## src/hw/rtl/ptne_ram.sv

```systemverilog
// Generic simple dual-port RAM with one write port and a registered read port.
`default_nettype none

module ptne_ram #(
	parameter int WIDTH = 8,
	parameter int DEPTH = 256
) (
	input  wire logic                     clk,
	input  wire logic                     wr_en,
	input  wire logic [$clog2(DEPTH)-1:0] wr_addr,
	input  wire logic [WIDTH-1:0]         wr_data,
	input  wire logic [$clog2(DEPTH)-1:0] rd_addr,
	output logic      [WIDTH-1:0]         rd_data
);

	logic [WIDTH-1:0] mem_q [DEPTH];

	always_ff @(posedge clk) begin
		if (wr_en) begin
			mem_q[wr_addr] <= wr_data;
		end
		rd_data <= mem_q[rd_addr];
	end

endmodule

`default_nettype wire

```

## config.mk

```make
export PLATFORM = sky130hd
export DESIGN_NAME = ptne_ram
export DESIGN_NICKNAME = d
export VERILOG_FILES = /design/src/hw/rtl/ptne_ram.sv
export SDC_FILE = /design/constraint.sdc
export NUM_CORES = 2
export LEC_CHECK = 0
export CELL_PAD_IN_SITES_DETAIL_PLACEMENT = 1
export CELL_PAD_IN_SITES_GLOBAL_PLACEMENT = 2
export CORE_ASPECT_RATIO = 1.4
export CORE_MARGIN = 3
export CORE_UTILIZATION = 50
export CTS_CLUSTER_SIZE = 30
export DETAILED_ROUTE_END_ITERATION = 7
export DONT_BUFFER_PORTS = 1
export GPL_ROUTABILITY_DRIVEN = 1
export PLACE_DENSITY = 0.88
export SYNTH_ARGS = -nofsm -noshare
export SYNTH_HDL_FRONTEND = slang
export SYNTH_SLANG_ARGS = --single-unit
```

## constraint.sdc

```tcl
create_clock -name clk -period 3 [get_ports clk]
set_clock_uncertainty 0.05 [all_clocks]
set_input_delay 0.6 -clock clk [delete_from_list [all_inputs] [get_ports clk]]
set_output_delay 0.6 -clock clk [all_outputs]
set_load 0.005 [all_outputs]
```

==> impl_metrics.prom <==
# TYPE chip_impl_metric gauge
chip_impl_metric{name="design.portCount",unit=""} 34
chip_impl_metric{name="max-clock-path-buffers",unit=""} 3
chip_impl_metric{name="place_congestion",unit=""} 0.8142
chip_impl_metric{name="instances_no_fill",unit=""} 6318
chip_impl_metric{name="asyncSetResetFlopFracSynth",unit="%"} 0
chip_impl_metric{name="post_synth_mux_area_share",unit="%"} 14.62
chip_impl_metric{name="clkTransAtPathRegs",unit="ns"} 0.07
chip_impl_info{name="timing.critical_path.from_type",value="primary input"} 1
chip_impl_metric{name="timing.critical_path.arrival",unit="ns"} 3.99
chip_impl_metric{name="synth-edff-count",unit=""} 2048
chip_impl_metric{name="timing.max_cap.violations",unit=""} 0
chip_impl_metric{name="synth_adder_area_share",unit="%"} 0
chip_impl_metric{name="place_inst",unit=""} 5963
chip_impl_metric{name="synth_compound_area_share",unit="%"} 3.419
chip_impl_info{name="grt_setup_unrepaired",value="no"} 1
chip_impl_metric{name="antenna_left",unit=""} 0
chip_impl_metric{name="synth_simple_gate_area_share",unit="%"} 2.628
chip_impl_metric{name="fraction_of_layout_instances_using_a_drive_strength_above_1",unit="%"} 26.68
chip_impl_metric{name="post-layout-total-power",unit="µW"} 57390
chip_impl_metric{name="final_hold_viol_count",unit=""} 57
chip_impl_metric{name="worstSkewPairLatency",unit="ns"} 0.85
chip_impl_metric{name="dpl.hpwl",unit="mm"} 123.8
chip_impl_info{name="tritoncts_clock_tree",value="done"} 1
chip_impl_metric{name="postSynthRegisterBits",unit=""} 2056
chip_impl_metric{name="synthCells",unit=""} 3733
chip_impl_metric{name="synth_top_area_share",unit="%"} 77.30
chip_impl_metric{name="routed_via_density",unit=""} 6.469
chip_impl_metric{name="cts_inserted_buffers",unit=""} 178
chip_impl_metric{name="die-width",unit="µm"} 343.1
chip_impl_metric{name="synthesis.area_per_instance",unit="µm²"} 21.31
chip_impl_metric{name="n_fill_cell",unit=""} 13420
chip_impl_info{name="most_used_cells_in_the_layout_excluding_fill_and_tap_cells",value="edfxtp_1 (2048), mux4_2 (454), buf_4 (361)"} 1
chip_impl_metric{name="globalRoute.totalOverflow",unit=""} 0
chip_impl_metric{name="synth_seq_area_share",unit="%"} 77.50
chip_impl_metric{name="power_leakage",unit="µW"} 0.02831
chip_impl_metric{name="die_area",unit="mm²"} 0.1640
chip_impl_info{name="synth_flop_cell",value="edfxtp_1"} 1
chip_impl_info{name="hold_class",value="primary input to register"} 1
chip_impl_metric{name="fmax",unit="GHz"} 0.2948
chip_impl_metric{name="slew_violations",unit=""} 147
chip_impl_metric{name="detail_route.iter0.violations",unit=""} 5599
chip_impl_metric{name="mappedNetlistArea",unit="mm²"} 0.07956
chip_impl_info{name="violations",value="negative hold slack, max-slew violations, negative setup slack"} 1
chip_impl_metric{name="grt_start_max_net_pins",unit=""} 579
chip_impl_metric{name="totalNegativeSetupSlack",unit="ns"} -1.201
chip_impl_metric{name="worst_slew_pin_slew",unit="ns"} 1.704
chip_impl_info{name="result_of_the_run",value="finished, violations left"} 1
chip_impl_metric{name="cts.sink_count",unit=""} 2056
chip_impl_metric{name="clock_tree.htree_level_count",unit=""} 4
chip_impl_metric{name="grt_usage",unit="%"} 27.13
chip_impl_metric{name="first_global_vias",unit=""} 43750
chip_impl_metric{name="postCtsSetupRepairBufs",unit=""} 0
chip_impl_metric{name="core.rowCount",unit=""} 172
chip_impl_info{name="clk_root_buffer_cell",value="clkbuf_16"} 1
chip_impl_metric{name="layout.area.seq",unit="mm²"} 0.06166
chip_impl_info{name="critical_path.endpoint_type",value="register"} 1
chip_impl_metric{name="crit_fanout",unit=""} 578
chip_impl_metric{name="start_util",unit="%"} 50.50
chip_impl_info{name="synth_top_family_by_area",value="multiplexers"} 1
chip_impl_metric{name="design.final.nets",unit=""} 4100
chip_impl_metric{name="finalSetupViolCount",unit=""} 7
chip_impl_info{name="worstSetupPathType",value="primary input to register"} 1
chip_impl_info{name="netlist.top_cell.by_area",value="edfxtp_1"} 1
chip_impl_metric{name="crit_required",unit="ns"} 3.60
chip_impl_metric{name="synthesized_net_count",unit=""} 3759
chip_impl_metric{name="die-height",unit="µm"} 478.0
chip_impl_info{name="final_common_cell",value="edfxtp_1"} 1
chip_impl_metric{name="core_area",unit="mm²"} 0.1575
chip_impl_metric{name="final_min_period",unit="ns"} 3.392
chip_impl_metric{name="vdd.ir_drop.worst",unit="V"} 0.0005228
chip_impl_metric{name="grt_pass1_wl",unit="mm"} 319.4
chip_impl_metric{name="routed_wl",unit="mm"} 221.1
chip_impl_metric{name="post-route-worst-setup-slack",unit="ns"} -0.3917
chip_impl_metric{name="hold-worst-slack",unit="ns"} -0.1254
chip_impl_metric{name="yosys.area_share.xor_xnor",unit="%"} 0
chip_impl_metric{name="multiInputGateArea",unit="mm²"} 0.01649
chip_impl_metric{name="timing.max_slew.rel_slack",unit="%"} -13.58
chip_impl_info{name="synth.top_cells.by_area",value="edfxtp_1 (77%), mux4_2 (13%), mux2i_1 (1.7%), nor2_1 (1.3%), a22oi_1 (1.3%)"} 1
chip_impl_metric{name="grt_antenna_before_repair",unit=""} 4
chip_impl_metric{name="cellPowerDensity",unit="mW/mm²"} 637.3
chip_impl_metric{name="drt_pass_1_iters",unit=""} 6
chip_impl_metric{name="synth_cell_type_count",unit=""} 55
chip_impl_metric{name="flow.area_growth_from_synthesis",unit="%"} 13.20
chip_impl_metric{name="post-route-drc-count",unit=""} 0
chip_impl_metric{name="layout_worst_path_cycle_share",unit="%"} 113.1
chip_impl_metric{name="detailroute.via_count",unit=""} 40870
chip_impl_metric{name="wl_per_cell",unit="µm"} 35.00
chip_impl_metric{name="yosys_warnings",unit=""} 0
chip_impl_metric{name="buffer_ports.inserted",unit=""} 0
cell usage after synthesis (all sizes together) (2+ instances only):
library cell	number
o211ai	10
dfxtp	8
nand3b	2
nor3	22
a22oi	133
nand4	10
nor2	282
a31oi	2
a211oi	16
nor4	27
o22ai	28
nor2b	31
nand2b	8
edfxtp	2048
a21oi	96
a22o	8
nand3	34
mux2i	134
and3b	2
a221oi	14
and2	6
o32ai	5
o221ai	47
buf	122
a311oi	2
nand2	33
o21ai	12
a2111oi	5
clkbuf	111
o22a	5
mux4	456
or2	4
layout make-up:
class                           count  share of cell area (%)
Timing Repair Buffer              394                   3.829
Inverter                            2                0.008336
Antenna cell                        6                 0.01667
Tap cell                         2088                   2.901
Multi-Input combinational cell   1442                   18.31
Sequential cell                  2056                   68.47
Clock buffer                      216                   5.246
Clock inverter                    114                   1.216
routing by layer:
layer | global-route usage [%] | vias up | wire, µm
met5 | 0 | - | 0
met4 | 13.28 | 0 | 12780
met3 | 5.745 | 574 | 19720
met2 | 45.66 | 2296 | 113500
met1 | 33.49 | 21640 | 75150
li1 | - | 16360 | -
state kept, by name, indices dropped and copies added (netlist names):
register / flops
mem_q: 2048
rd_data: 8
critical path: stages:
cell and delay, ns:
mux2i_1 0.71, o22ai_1 0.18, o21ai_0 0.30, nand3_1 0.30, nor4_1 1.16, nor4_1 0.10
path summary, 6_finish.rpt:
kind / cells past startpoint / to / startpoint / slack, ns
setup / recovery: 6 / rd_data[1] / rd_addr[0] / -0.39
hold / removal: 0 / mem_q[229][2] / wr_data[2] / -0.13
setup reg to reg: 6 / rd_data[1] / mem_q[61][1] / -0.01
hold reg to reg: 5 / rd_data[0] / mem_q[50][0] / 1.03
timing repair:
action                                 4_1_cts  5_1_grt
gates resized for setup                      0        0
endpoints found under the hold margin     1407      110
hold buffers                                13        6
stage by stage:
step	hold slack (ns)	utilization [%]	cell area (µm²)	worst slack, ns
4_1_cts	-0.2205	57.07	89900	0.05673
2_1_floorplan	0.6489	-	79560	0.4121
6_report	-0.1254	57.17	90050	-0.3917
5_1_grt	-0.1659	57.16	90040	0.04717
3_5_place_dp	0.6680	53.16	83750	-0.5216
3_3_place_gp	0.6741	53.16	83740	-0.9443
cell families (layout without fill, tap and decap cells):
logic type | Yosys count | count (layout)
muxes | 591 | 591
DFF | 2056 | 2056
other | 0 | 6
AOI/OAI and AO/OA | 385 | 385
and+or+nand+nor | 466 | 466
buffers and inverters | 235 | 726
where the power goes:
group	leakage, µW	total (µW)	internal, µW	switching, µW
Clock	0.00283	23300	12800	10500
Sequential	0.0185	31700	31700	59.7
Combinational	0.00702	2400	1040	1360
No activity file was read; power rests on OpenSTA's default activity.
